## src/design/rnfa_pkg.sv

```systemverilog
`timescale 1ns / 1ps
`default_nettype none

package rnfa_pkg;

  localparam int MAX_CLIENTS = 16;
  localparam int MIN_CLIENTS = 5;
  localparam int IDX_W = $clog2(MAX_CLIENTS);
  localparam int CNT_W = $clog2(MAX_CLIENTS + 1);

  typedef enum logic [1:0] {
    OP_REQUEST = 2'd0,
    OP_RELEASE = 2'd1,
    OP_ADD     = 2'd2,
    OP_REMOVE  = 2'd3
  } op_t;

  typedef enum logic [1:0] {
    STATUS_DONE   = 2'd0,
    STATUS_QUEUED = 2'd1,
    STATUS_REJECT = 2'd2,
    STATUS_BUSY   = 2'd3
  } status_t;

  typedef enum logic [1:0] {
    CS_NONE  = 2'd0,
    CS_THINK = 2'd1,
    CS_WAIT  = 2'd2,
    CS_EAT   = 2'd3
  } cstate_t;

  // address sources for the client state memory
  typedef enum logic [2:0] {
    AS_IDX       = 3'd0,
    AS_LEFT      = 3'd1,
    AS_RIGHT     = 3'd2,
    AS_LEFT2     = 3'd3,
    AS_RIGHT2    = 3'd4,
    AS_COUNT     = 3'd5,
    AS_LAST      = 3'd6,
    AS_PREV_LAST = 3'd7
  } addr_sel_t;

  typedef enum logic [3:0] {
    FS_IDLE,
    FS_DECODE,
    FS_CHK_SELF,
    FS_REQ_L,
    FS_REQ_R,
    FS_REL_L,
    FS_REL_LL,
    FS_REL_R_RD,
    FS_REL_R,
    FS_REL_RR,
    FS_REM_A,
    FS_REM_B,
    FS_RESP
  } fsm_state_t;

  typedef struct packed {
    logic      load;
    addr_sel_t rd_sel;
    logic      rd_zero;
    logic      wr_en;
    addr_sel_t wr_sel;
    cstate_t   wr_val;
    logic      set_status;
    status_t   status;
    logic      grant;
    addr_sel_t grant_sel;
    logic      save_eat;
    logic      cnt_inc;
    logic      cnt_dec;
  } dp_cmd_t;

  typedef struct packed {
    op_t     op;
    logic    idx_ok;
    logic    add_ok;
    logic    rem_ok;
    cstate_t rd_val;
    logic    nb_eat;
  } dp_stat_t;

  function automatic logic [IDX_W-1:0] ring_left(input logic [IDX_W-1:0] i,
                                                 input logic [CNT_W-1:0] n);
    logic [CNT_W-1:0] n_m1;
    n_m1 = n - CNT_W'(1);
    return (i == '0) ? n_m1[IDX_W-1:0] : i - IDX_W'(1);
  endfunction

  function automatic logic [IDX_W-1:0] ring_right(input logic [IDX_W-1:0] i,
                                                  input logic [CNT_W-1:0] n);
    logic [CNT_W-1:0] i_p1;
    i_p1 = {1'b0, i} + CNT_W'(1);
    return (i_p1 >= n) ? '0 : i_p1[IDX_W-1:0];
  endfunction

endpackage

`default_nettype wire

```

## src/design/rnfa_datapath.sv

```systemverilog
`timescale 1ns / 1ps
`default_nettype none

module rnfa_datapath
  import rnfa_pkg::*;
(
  input  wire logic             clk,
  input  wire logic             rst,
  input  wire logic [1:0]       op,
  input  wire logic [IDX_W-1:0] client_index,
  input  wire dp_cmd_t          cmd,
  output dp_stat_t              stat,
  output logic [1:0]            status,
  output logic                  first_grant_valid,
  output logic [IDX_W-1:0]      first_grant_index,
  output logic                  second_grant_valid,
  output logic [IDX_W-1:0]      second_grant_index,
  output logic [CNT_W-1:0]      client_count
);

  op_t              op_q;
  logic [IDX_W-1:0] idx_q;
  logic [CNT_W-1:0] seated_count;
  cstate_t          mem [MAX_CLIENTS];
  logic [MAX_CLIENTS-1:0] vld;
  cstate_t          rd_val;
  logic             nb_eat;
  status_t          status_q;
  logic             g1v;
  logic [IDX_W-1:0] g1i;
  logic             g2v;
  logic [IDX_W-1:0] g2i;

  logic [IDX_W-1:0] addr_tab [8];
  logic [IDX_W-1:0] left_a;
  logic [IDX_W-1:0] right_a;
  logic [CNT_W-1:0] n_m1;
  logic [CNT_W-1:0] n_m2;
  logic [IDX_W-1:0] rd_addr;
  logic [IDX_W-1:0] wr_addr;
  logic [IDX_W-1:0] grant_addr;
  cstate_t          rst_val;

  always_comb begin
    left_a  = ring_left(idx_q, seated_count);
    right_a = ring_right(idx_q, seated_count);
    n_m1    = seated_count - CNT_W'(1);
    n_m2    = seated_count - CNT_W'(2);
    addr_tab[AS_IDX]       = idx_q;
    addr_tab[AS_LEFT]      = left_a;
    addr_tab[AS_RIGHT]     = right_a;
    addr_tab[AS_LEFT2]     = ring_left(left_a, seated_count);
    addr_tab[AS_RIGHT2]    = ring_right(right_a, seated_count);
    addr_tab[AS_COUNT]     = seated_count[IDX_W-1:0];
    addr_tab[AS_LAST]      = n_m1[IDX_W-1:0];
    addr_tab[AS_PREV_LAST] = n_m2[IDX_W-1:0];
    rd_addr    = cmd.rd_zero ? '0 : addr_tab[cmd.rd_sel];
    wr_addr    = addr_tab[cmd.wr_sel];
    grant_addr = addr_tab[cmd.grant_sel];
    rst_val    = ({1'b0, rd_addr} < CNT_W'(MIN_CLIENTS)) ? CS_THINK : CS_NONE;
  end

  // entries never written read back as their reset value
  always_ff @(posedge clk) begin
    if (cmd.wr_en) begin
      mem[wr_addr] <= cmd.wr_val;
    end
    rd_val <= vld[rd_addr] ? mem[rd_addr] : rst_val;
  end

  always_ff @(posedge clk) begin
    if (rst) begin
      vld          <= '0;
      seated_count <= CNT_W'(MIN_CLIENTS);
    end else begin
      if (cmd.wr_en) begin
        vld[wr_addr] <= 1'b1;
      end
      if (cmd.cnt_inc) begin
        seated_count <= seated_count + CNT_W'(1);
      end else if (cmd.cnt_dec) begin
        seated_count <= n_m1;
      end
    end
  end

  always_ff @(posedge clk) begin
    if (cmd.load) begin
      op_q     <= op_t'(op);
      idx_q    <= client_index;
      status_q <= STATUS_REJECT;
      g1v      <= 1'b0;
      g1i      <= '0;
      g2v      <= 1'b0;
      g2i      <= '0;
    end else begin
      if (cmd.set_status) begin
        status_q <= cmd.status;
      end
      if (cmd.grant) begin
        if (g1v) begin
          g2v <= 1'b1;
          g2i <= grant_addr;
        end else begin
          g1v <= 1'b1;
          g1i <= grant_addr;
        end
      end
    end
    if (cmd.save_eat) begin
      nb_eat <= (rd_val == CS_EAT);
    end
  end

  always_comb begin
    stat.op     = op_q;
    stat.idx_ok = ({1'b0, idx_q} < seated_count);
    stat.add_ok = (seated_count < CNT_W'(MAX_CLIENTS));
    stat.rem_ok = (seated_count > CNT_W'(MIN_CLIENTS));
    stat.rd_val = rd_val;
    stat.nb_eat = nb_eat;
  end

  assign status             = status_q;
  assign first_grant_valid  = g1v;
  assign first_grant_index  = g1i;
  assign second_grant_valid = g2v;
  assign second_grant_index = g2i;
  assign client_count       = seated_count;

endmodule

`default_nettype wire

```

## src/design/rnfa_ctrl.sv

```systemverilog
`timescale 1ns / 1ps
`default_nettype none

module rnfa_ctrl
  import rnfa_pkg::*;
(
  input  wire logic     clk,
  input  wire logic     rst,
  input  wire logic     start,
  input  wire dp_stat_t stat,
  output dp_cmd_t       cmd,
  output logic          busy,
  output logic          done
);

  fsm_state_t state;
  fsm_state_t state_next;

  always_ff @(posedge clk) begin
    if (rst) begin
      state <= FS_IDLE;
    end else begin
      state <= state_next;
    end
  end

  always_comb begin
    cmd           = '0;
    cmd.rd_sel    = AS_IDX;
    cmd.wr_sel    = AS_IDX;
    cmd.wr_val    = CS_NONE;
    cmd.status    = STATUS_DONE;
    cmd.grant_sel = AS_IDX;
    state_next    = state;
    busy          = (state != FS_IDLE);
    done          = (state == FS_RESP);

    unique case (state)
      FS_IDLE: begin
        if (start) begin
          cmd.load   = 1'b1;
          state_next = FS_DECODE;
        end
      end
      FS_DECODE: begin
        state_next = FS_RESP;
        unique case (stat.op) inside
          OP_REQUEST, OP_RELEASE: begin
            if (stat.idx_ok) begin
              cmd.rd_sel = AS_IDX;
              state_next = FS_CHK_SELF;
            end
          end
          OP_ADD: begin
            if (stat.add_ok) begin
              cmd.wr_en      = 1'b1;
              cmd.wr_sel     = AS_COUNT;
              cmd.wr_val     = CS_THINK;
              cmd.cnt_inc    = 1'b1;
              cmd.set_status = 1'b1;
              cmd.status     = STATUS_DONE;
            end
          end
          OP_REMOVE: begin
            if (stat.rem_ok) begin
              cmd.rd_sel = AS_PREV_LAST;
              state_next = FS_REM_A;
            end
          end
          default: state_next = FS_RESP;
        endcase
      end
      FS_CHK_SELF: begin
        state_next = FS_RESP;
        if (stat.op == OP_REQUEST) begin
          if (stat.rd_val == CS_THINK) begin
            cmd.rd_sel = AS_LEFT;
            state_next = FS_REQ_L;
          end
        end else if (stat.rd_val == CS_EAT) begin
          cmd.wr_en      = 1'b1;
          cmd.wr_sel     = AS_IDX;
          cmd.wr_val     = CS_THINK;
          cmd.set_status = 1'b1;
          cmd.status     = STATUS_DONE;
          cmd.rd_sel     = AS_LEFT;
          state_next     = FS_REL_L;
        end
      end
      FS_REQ_L: begin
        cmd.save_eat = 1'b1;
        cmd.rd_sel   = AS_RIGHT;
        state_next   = FS_REQ_R;
      end
      FS_REQ_R: begin
        cmd.wr_en      = 1'b1;
        cmd.wr_sel     = AS_IDX;
        cmd.set_status = 1'b1;
        if (stat.nb_eat || stat.rd_val == CS_EAT) begin
          cmd.wr_val = CS_WAIT;
          cmd.status = STATUS_QUEUED;
        end else begin
          cmd.wr_val    = CS_EAT;
          cmd.status    = STATUS_DONE;
          cmd.grant     = 1'b1;
          cmd.grant_sel = AS_IDX;
        end
        state_next = FS_RESP;
      end
      FS_REL_L: begin
        if (stat.rd_val == CS_WAIT) begin
          cmd.rd_sel = AS_LEFT2;
          state_next = FS_REL_LL;
        end else begin
          state_next = FS_REL_R_RD;
        end
      end
      FS_REL_LL: begin
        if (stat.rd_val != CS_EAT) begin
          cmd.wr_en     = 1'b1;
          cmd.wr_sel    = AS_LEFT;
          cmd.wr_val    = CS_EAT;
          cmd.grant     = 1'b1;
          cmd.grant_sel = AS_LEFT;
        end
        state_next = FS_REL_R_RD;
      end
      FS_REL_R_RD: begin
        cmd.rd_sel = AS_RIGHT;
        state_next = FS_REL_R;
      end
      FS_REL_R: begin
        if (stat.rd_val == CS_WAIT) begin
          cmd.rd_sel = AS_RIGHT2;
          state_next = FS_REL_RR;
        end else begin
          state_next = FS_RESP;
        end
      end
      FS_REL_RR: begin
        if (stat.rd_val != CS_EAT) begin
          cmd.wr_en     = 1'b1;
          cmd.wr_sel    = AS_RIGHT;
          cmd.wr_val    = CS_EAT;
          cmd.grant     = 1'b1;
          cmd.grant_sel = AS_RIGHT;
        end
        state_next = FS_RESP;
      end
      FS_REM_A: begin
        cmd.save_eat = 1'b1;
        cmd.rd_zero  = 1'b1;
        state_next   = FS_REM_B;
      end
      FS_REM_B: begin
        cmd.set_status = 1'b1;
        if (stat.nb_eat && stat.rd_val == CS_EAT) begin
          cmd.status = STATUS_BUSY;
        end else begin
          cmd.status  = STATUS_DONE;
          cmd.wr_en   = 1'b1;
          cmd.wr_sel  = AS_LAST;
          cmd.wr_val  = CS_NONE;
          cmd.cnt_dec = 1'b1;
        end
        state_next = FS_RESP;
      end
      FS_RESP: begin
        state_next = FS_IDLE;
      end
      default: state_next = FS_IDLE;
    endcase
  end

endmodule

`default_nettype wire

```

## src/design/ring_neighbor_fork_arbiter_core.sv

```systemverilog
`timescale 1ns / 1ps
`default_nettype none

// Ring arbiter for clients sharing resources with their two ring neighbors.
// Command channel: drive op and client_index with start high; the
// transaction is taken at an edge where start is high and busy is low.
// Busy stays high until the result has been shown.
// Result channel: done is high for exactly one cycle while status, the
// grant fields and client_count are valid; the receiver cannot stall it.
// Client states live in a 16 x 2-bit memory with one read and one write
// port, so neighbors are looked up one per cycle by the sequencer.
// Requests and releases for an unseated index or for a client in the wrong
// state are rejected. A new transaction is taken at the earliest in the
// cycle after done, so a transaction is finished before the next is taken.
// Reset (synchronous, rst high): the first 5 clients are thinking, the
// seated count is 5, no result is pending; memory entries that were never
// written read as their reset value through per-entry valid bits.
module ring_neighbor_fork_arbiter_core
  import rnfa_pkg::*;
(
  input  wire logic             clk,
  input  wire logic             rst,
  input  wire logic             start,
  output logic                  busy,
  input  wire logic [1:0]       op,
  input  wire logic [IDX_W-1:0] client_index,
  output logic                  done,
  output logic [1:0]            status,
  output logic                  first_grant_valid,
  output logic [IDX_W-1:0]      first_grant_index,
  output logic                  second_grant_valid,
  output logic [IDX_W-1:0]      second_grant_index,
  output logic [CNT_W-1:0]      client_count
);

  dp_cmd_t  cmd;
  dp_stat_t stat;

  rnfa_ctrl u_ctrl (
    .clk   (clk),
    .rst   (rst),
    .start (start),
    .stat  (stat),
    .cmd   (cmd),
    .busy  (busy),
    .done  (done)
  );

  rnfa_datapath u_dp (
    .clk                (clk),
    .rst                (rst),
    .op                 (op),
    .client_index       (client_index),
    .cmd                (cmd),
    .stat               (stat),
    .status             (status),
    .first_grant_valid  (first_grant_valid),
    .first_grant_index  (first_grant_index),
    .second_grant_valid (second_grant_valid),
    .second_grant_index (second_grant_index),
    .client_count       (client_count)
  );

endmodule

`default_nettype wire

```

## config.mk

```make
export PLATFORM = sky130hd
export DESIGN_NAME = ring_neighbor_fork_arbiter_core
export DESIGN_NICKNAME = d
export VERILOG_FILES = /design/src/design/rnfa_pkg.sv /design/src/design/rnfa_datapath.sv /design/src/design/rnfa_ctrl.sv /design/src/design/ring_neighbor_fork_arbiter_core.sv
export SDC_FILE = /design/constraint.sdc
export NUM_CORES = 1
export LEC_CHECK = 0
export BUFFER_PORTS_ARGS = -buffer_cell sky130_fd_sc_hd__buf_2
export CAP_MARGIN = 20
export CELL_PAD_IN_SITES_DETAIL_PLACEMENT = 0
export CELL_PAD_IN_SITES_GLOBAL_PLACEMENT = 1
export CORE_AREA = 2 2 131 133
export CTS_CLUSTER_DIAMETER = 150
export DETAILED_ROUTE_END_ITERATION = 12
export DIE_AREA = 0 0 133 135
export GPL_TIMING_DRIVEN = 0
export PLACE_DENSITY = 0.61
export SLEW_MARGIN = 40
export SYNTH_ARGS = -nofsm -noshare
export SYNTH_HDL_FRONTEND = slang
export SYNTH_HIERARCHICAL = 1
export SYNTH_SLANG_ARGS = --single-unit
```

## constraint.sdc

```tcl
create_clock -name clk -period 6.5 [get_ports clk]
set_clock_uncertainty 0.05 [all_clocks]
set_input_delay 0.325 -clock clk [delete_from_list [all_inputs] [get_ports clk]]
set_output_delay 0.325 -clock clk [all_outputs]
set_load 0.1 [all_outputs]
```

# ---- Word level (Yosys, flattened, before mapping)
# Memory sizes are Yosys's and may differ from the RTL's.
# Cells that the tools add are included.
dict set report totals {
  latch_bits 0
  output_inout_bits 19
  mem_bits_rw 32
  mem_count 1
  romBits 0
  reg_bits 46
  wordCells 139
}
dict set report op_classes {
  div_mod_pow 0
  addsub 7
  muxes 67
  n_mul 0
  n_eq_ne 20
  bitwise 5
  shift 0
  n_reduce_logical 15
  magnitude_cmp 12
}
# memory words width read_ports rd_ports_with_merged_regs wr line
set memory_table {}
lappend memory_table {u_dp.mem 16 2 1 0 1 rnfa_datapath.sv:24} ;# cstate_t mem [MAX_CLIENTS];
# operator count
set op_table {}
lappend op_table {{two-way mux 4 bit} 19}
lappend op_table {{case mux 4 bit (10 select lines)} 1}
lappend op_table {{binary-select mux 4 bit (select 3 bit)} 3}
lappend op_table {{two-way mux 9 bit} 4}
lappend op_table {{case mux 6 bit (6 select lines)} 1}
lappend op_table {{equality test 4 bit (second input constant)} 5}
lappend op_table {{two-way mux 1 bit} 19}
lappend op_table {{two-way mux 3 bit} 6}
lappend op_table {{two-way mux 6 bit} 3}
lappend op_table {{equality test 4 x 3 -> 1 bit (second input constant)} 4}
lappend op_table {{bitwise OR 16 bit} 1}
lappend op_table {{case mux 3 bit (5 select lines)} 1}
lappend op_table {{>= comparator 4 bit (second input constant)} 3}
lappend op_table {{zero test 4 bit} 3}
lappend op_table {{inverter 3 -> 4 bit} 3}
lappend op_table {{case mux 3 bit (4 select lines)} 1}
lappend op_table {{case mux 4 bit (3 select lines)} 1}
lappend op_table {{adder 4 x 1 -> 5 bit (second input constant)} 2}
lappend op_table {{>= comparator 5 bit} 2}
lappend op_table {{< comparator 4 x 5 -> 1 bit (second input constant)} 2}
lappend op_table {{two-way mux 5 bit} 2}
lappend op_table {{equality test 2 bit (second input constant)} 4}
lappend op_table {{equality test 4 x 2 -> 1 bit (second input constant)} 2}
lappend op_table {{case mux 4 bit (2 select lines)} 1}
lappend op_table {{other kinds (24)} 33}

# ---- Longest topological paths before layout
dict set report depth {
  ltp_word 14
  ltp_mapped 24
}

# ---- By module
# The synthesis kept the hierarchy.
# module area_per_inst_um2 cells_per_inst instances seq_area_each_um2
set modules_own_cells {}
lappend modules_own_cells {rnfa_datapath 5071.1 535 1 1871.8}
lappend modules_own_cells {rnfa_ctrl 650.6 98 1 80.1}

# ---- Least setup slack after synthesis
# Ideal clock, no wire load.
dict set report synth_timing {
  kind {register -> register}
  start {register u_dp.seated_count[4] (netlist: u_dp/client_count[4])}
  end {register u_dp.rd_val[1]}
  stages_incl_launch_ff 20
  setup_time_ns 0.066
  t_arrival_ns 4.950
  period_less_slack_ns 5.066
  slack_ns 1.434
  t_required_ns 6.384
  cell_sequence {dfxtp_1 inv_1 ha_1 and2_1 a21oi_1 nand2_1 inv_1 ha_1 xor2_1 ha_1 a21o_1 a31oi_1 o21ai_0 a211oi_1 nand2_4 buf_6 mux2i_1 mux2_2 o221a_1 a21oi_2}
}
dict set report synth_via {
  elab_chain_cells 12
  word_cells_on_any_way 18
  classes_between {add/sub: 1; order compare: 3; mux: 12; bitwise: 1; memory: 1}
}
# element line
set synth_lines {}
lappend synth_lines {{start: declaration} rnfa_datapath.sv:23} ;# logic [CNT_W-1:0] seated_count;
lappend synth_lines {{start signal: assignment} rnfa_datapath.sv:74} ;# seated_count <= CNT_W'(MIN_CLIENTS);
lappend synth_lines {{start signal: assignment} rnfa_datapath.sv:80} ;# seated_count <= seated_count + CNT_W'(1);
lappend synth_lines {{start signal: assignment} rnfa_datapath.sv:82} ;# seated_count <= n_m1;
lappend synth_lines {{>= comparator 5 bit or greater-than comparator 5 x 3 -> 1 bit (tied branches)} {rnfa_pkg.sv:96, rnfa_datapath.sv:119}}
lappend synth_lines {{two-way mux 4 bit or two-way mux 3 bit (tied branches)} {rnfa_pkg.sv:96, rnfa_ctrl.sv:65}}
lappend synth_lines {{adder 4 x 1 -> 5 bit or two-way mux 3 bit (tied branches)} n/a}
lappend synth_lines {{>= comparator 5 bit or case mux 3 bit (5 select lines) (tied branches)} {rnfa_pkg.sv:96, rnfa_ctrl.sv:38}}
lappend synth_lines {{two-way mux 4 bit or inverter 3 -> 4 bit (tied branches)} {rnfa_pkg.sv:96, rnfa_datapath.sv:57}}
lappend synth_lines {{binary-select mux 4 bit (select 3 bit) *} rnfa_datapath.sv:57} ;# rd_addr = cmd.rd_zero ? '0 : addr_tab[cmd.rd_sel];
lappend synth_lines {{two-way mux 4 bit (implied by the code) * (2 in series)} rnfa_datapath.sv:57}
lappend synth_lines {{two-way mux 4 bit *} rnfa_datapath.sv:57}
lappend synth_lines {{binary-select mux 1 bit (select 4 bit)} rnfa_datapath.sv:68} ;# rd_val <= vld[rd_addr] ? mem[rd_addr] : rst_val;
lappend synth_lines {{two-way mux 1 bit (implied by the code)} rnfa_datapath.sv:68}
lappend synth_lines {{two-way mux 2 bit *} rnfa_datapath.sv:68}
lappend synth_lines {{end signal: assignment} rnfa_datapath.sv:68}
lappend synth_lines {{end: declaration} rnfa_datapath.sv:26} ;# cstate_t rd_val;
# Mark *: on every way between the ends. The rest lies on a longest branch, timed or not. The select of a mux whose other input is x is not followed.
# A chain may end at the register's enable or synchronous reset.

# ---- Worst setup path after layout
dict set report layout_timing {
  start {register u_dp.idx_q[0]}
  end {register u_dp.rd_val[0]}
}
dict set report layout_via {
  elab_chain_cells 13
  word_cells_on_any_way 22
  classes_between {add/sub: 4; order compare: 3; mux: 12; reduce/logical: 2; memory: 1}
}
# element line
set layout_lines {}
lappend layout_lines {{start: declaration} rnfa_datapath.sv:22} ;# logic [IDX_W-1:0] idx_q;
lappend layout_lines {{start signal: assignment} rnfa_datapath.sv:90} ;# idx_q <= client_index;
lappend layout_lines {{adder 4 x 1 -> 5 bit} rnfa_pkg.sv:95} ;# i_p1 = {1'b0, i} + CNT_W'(1);
lappend layout_lines {{>= comparator 5 bit} rnfa_pkg.sv:96} ;# return (i_p1 >= n) ? '0 : i_p1[IDX_W-1:0];
lappend layout_lines {{two-way mux 4 bit} rnfa_pkg.sv:96}
lappend layout_lines {{adder 4 x 1 -> 5 bit} rnfa_pkg.sv:95}
lappend layout_lines {{>= comparator 5 bit} rnfa_pkg.sv:96}
lappend layout_lines {{two-way mux 4 bit} rnfa_pkg.sv:96}
lappend layout_lines {{binary-select mux 4 bit (select 3 bit) *} rnfa_datapath.sv:57}
lappend layout_lines {{two-way mux 4 bit (implied by the code) * (2 in series)} rnfa_datapath.sv:57}
lappend layout_lines {{two-way mux 4 bit *} rnfa_datapath.sv:57}
lappend layout_lines {{< comparator 4 x 3 -> 1 bit or binary-select mux 1 bit (select 4 bit) (tied branches)} {rnfa_datapath.sv:60, rnfa_datapath.sv:68}}
lappend layout_lines {{two-way mux 1 bit, on equally long branches} {rnfa_datapath.sv:60, rnfa_datapath.sv:68}}
lappend layout_lines {{two-way mux 2 bit *} rnfa_datapath.sv:68}
# Marked as above.

==> run_results.csv <==
group,metric,value,unit
layout,syn_to_final_growth,13.0,%
clock_tree,post_cts_resized,0,
clock_tree,clockRootBuffer,"clkbuf_16",
layout,antenna_cells,0,
clock_tree,cts_tree,"built",
placed_design,io_buffers,27,
sta,timing.fmax,0.165,GHz
die,initial_core_util,0.349,
setup_path,worstSetupPathType,"flip-flop to flip-flop",
sta,max-slew-margin-rel,0.404,
worst_hold_path,hold_path.class,"input pin to flip-flop",
sta,worstMarginPinSlew,883,ps
synth,ys_ff_latch,78,
layout,fillerInstances,1663,
run,cap_violations,0,
die,die-area,18000,µm²
grt,grt_first_pass_wirelength,27500,µm
clock_tree,cts_buffer_depth,2,
sta,slew_viol_final,0,
clock_tree,cts_setup_buffers,0,
drt,drt_first_pass_iters,4,
sta,min_period,6060,ps
placed_design,dp_hpwl,13400,µm
synth,syn_inst,633,
sta,finalSetupViolations,0,
drt,drc,0,
drt,drt-initial-drc-count,404,
synth,synth_edf_count,39,
sta,rsz0062_at_grt,"false",
sta,finalHoldViolCount,0,
synth,ys_seq_area_frac,0.341,
drt,via_count,5042,
layout,final_cell_mix,"nor2_1, dfxtp_1, edfxtp_1",
outcome,outcome,"completed",
die,fp.coreArea,16400,µm²
grt,grt_max_degree,18,
die,ios,28,
die,die_y,135,µm
synth,ys_warn_count,6,
synth,async_flop_share,0,
drt,viasPerCell,5.63,
clock_tree,cts_hold_buf,0,
die,die_w,133,µm
power_and_ir_drop,p_per_area,453,nW/µm²
drt,wl,17600,µm
clock_tree,path_clk_slew,70,ps
sta,finalSetupTns,0,ps
synth,synth_area_leaders,"edfxtp_1, dfxtp_1, ha_1, mux2i_1, nor2_1",
synth,synth_area,5720,µm²
sta,fin_hold_ws,107,ps
grt,grt_usage,0.200,
power_and_ir_drop,ir_drop,0.000232,V
clock_tree,clock_latency,340,ps
setup_path,crit_required,6660,ps
synth,synth_top_cell_area_share,0.205,
setup_path,critPathMaxFanout,10,
clock_tree,cts_made_buffers,9,
layout,layout_commonest_cell,"nor2_1",
layout,final_layout_size_suffix_gt1_frac,0.178,
die,fp-row-count,47,
synth,yosysTopAreaCell,"edfxtp_1",
synth,avgSynthCellArea,9.04,µm²
drt,wl_per_cell,19.6,µm
synth,synth-main-ff-cell,"edfxtp_1",
setup_path,crit_path_start_kind,"flip-flop",
grt,grt_pass1_vias,4714,
setup_path,cp.arrival,6220,ps
drt,antenna_left,0,
clock_tree,cts_sinks,78,
sta,period_share,0.932,
synth,ys_types,91,
power_and_ir_drop,power.static_leakage,2.45,nW
grt,grt-ovfl-total,0,
clock_tree,htreeDepth,3,
synth,synth_fp_nets,667,
layout,final_nets,705,
setup_path,cp-end-kind,"flip-flop",
placed_design,routabilityCongestion,0.910,
grt,antenna_found_initial,0,
-- layout make-up --
type	count	area, µm²	area share
Timing Repair Buffer	27	135	0.0209
Buffer	44	224	0.0346
Sequential cell	78	1950	0.302
Inverter	30	113	0.0174
Clock inverter	7	82.6	0.0128
Multi-Input combinational cell	481	3460	0.535
Tap cell	220	275	0.0426
Clock buffer	9	225	0.0348
-- metrics by stage --
stage | setup WS, ps | instances | util | cell area [µm²] | total power, W
final | 443 | 896 | 0.394 | 6470 | 0.00293
after global routing | 53.7 | 896 | 0.394 | 6470 | 0.00313
after CTS | 29.5 | 896 | 0.393 | 6450 | 0.00292
after detailed placement | 80.6 | 880 | 0.374 | 6140 | 0.00239
after global placement | -220 | 880 | 0.374 | 6130 | 0.00238
after floorplan | 1430 | 633 | - | 5720 | 0.00195
-- report_power, final --
part	internal (W)	switching [W]
registers	0.000629	0.0000611
logic	0.000553	0.00117
clock network	0.000303	0.000217
-- routing by layer --
layer | vias up | routed length (µm) | part of all wire | track usage
met4 | 0 | 511 | 0.029 | 0.0747
met5 | - | 0 | 0 | 0
li1 | 2433 | - | - | -
met2 | 128 | 7820 | 0.45 | 0.307
met3 | 26 | 900 | 0.051 | 0.0387
met1 | 2455 | 8320 | 0.47 | 0.280
-- cells in the mapped netlist, drive strengths merged, types with 4 or more instances --
cell type and number:
and2 7, ha 25, nor3 16, a21oi 39, or3 6, nand2 37, buf 20, a221oi 5
o311ai 4, edfxtp 39, and3 10, nand3 20, o21ba 13, o211ai 11, nand4 5, clkbuf 24
a22oi 4, a211oi 18, o21a 5, mux2 10, o21ai 30, a21o 14, nor3b 5, mux2i 28
nor2b 9, nand2b 21, a31oi 11, nor2 59, dfxtp 39, inv 30, xnor2 12, mux4 4
-- registers in the layout (all words and copies together) (netlist names) --
| signal | count |
|---|---|
| u_ctrl/state | 4 |
| u_dp/first_grant_index | 4 |
| u_dp/vld | 16 |
| u_dp/nb_eat | 1 |
| u_dp/status | 2 |
| u_dp/second_grant_valid | 1 |
| u_dp/client_count | 5 |
| u_dp/idx_q | 4 |
| u_dp/op_q | 2 |
| u_dp/first_grant_valid | 1 |
| u_dp/rd_val | 2 |
| u_dp/mem | 32 |
| u_dp/second_grant_index | 4 |
-- worst max-delay path: stages (launching register included) --
cell,delay (ps)
edfxtp_1,380
clkbuf_1,310
clkbuf_2,320
nand3_1,130
xnor2_1,290
ha_1,280
and2_1,220
a211oi_2,490
ha_1,270
xor2_1,370
ha_1,330
a21o_1,160
a31oi_1,180
o21a_1,310
nand2b_1,200
a21o_1,300
nor2_4,270
mux2_2,390
o211ai_1,290
mux2i_1,240
a31oi_1,120
-- worst paths after layout --
kind	start	endpoint	slack (ps)	cells after the start
hold / removal	client_index[0]	u_dp/idx_q[0]	110	1
setup / recovery	u_dp/idx_q[0]	u_dp/rd_val[0]	440	20
hold reg to reg	u_dp/first_grant_index[0]	u_dp/first_grant_index[0]	430	2
setup reg to reg	u_dp/idx_q[0]	u_dp/rd_val[0]	440	20
-- kinds of logic after synthesis --
group,synth area share
flip-flops,0.341
other,0.000655
buffers and inverters,0.0586
adder cells (fa/ha/maj),0.0547
AND/OR/NAND/NOR,0.200
multiplexers,0.0851
AO/OA/AOI/OAI,0.237
XOR/XNOR,0.0227
Note: power is estimated with default switching activity, not from simulation.
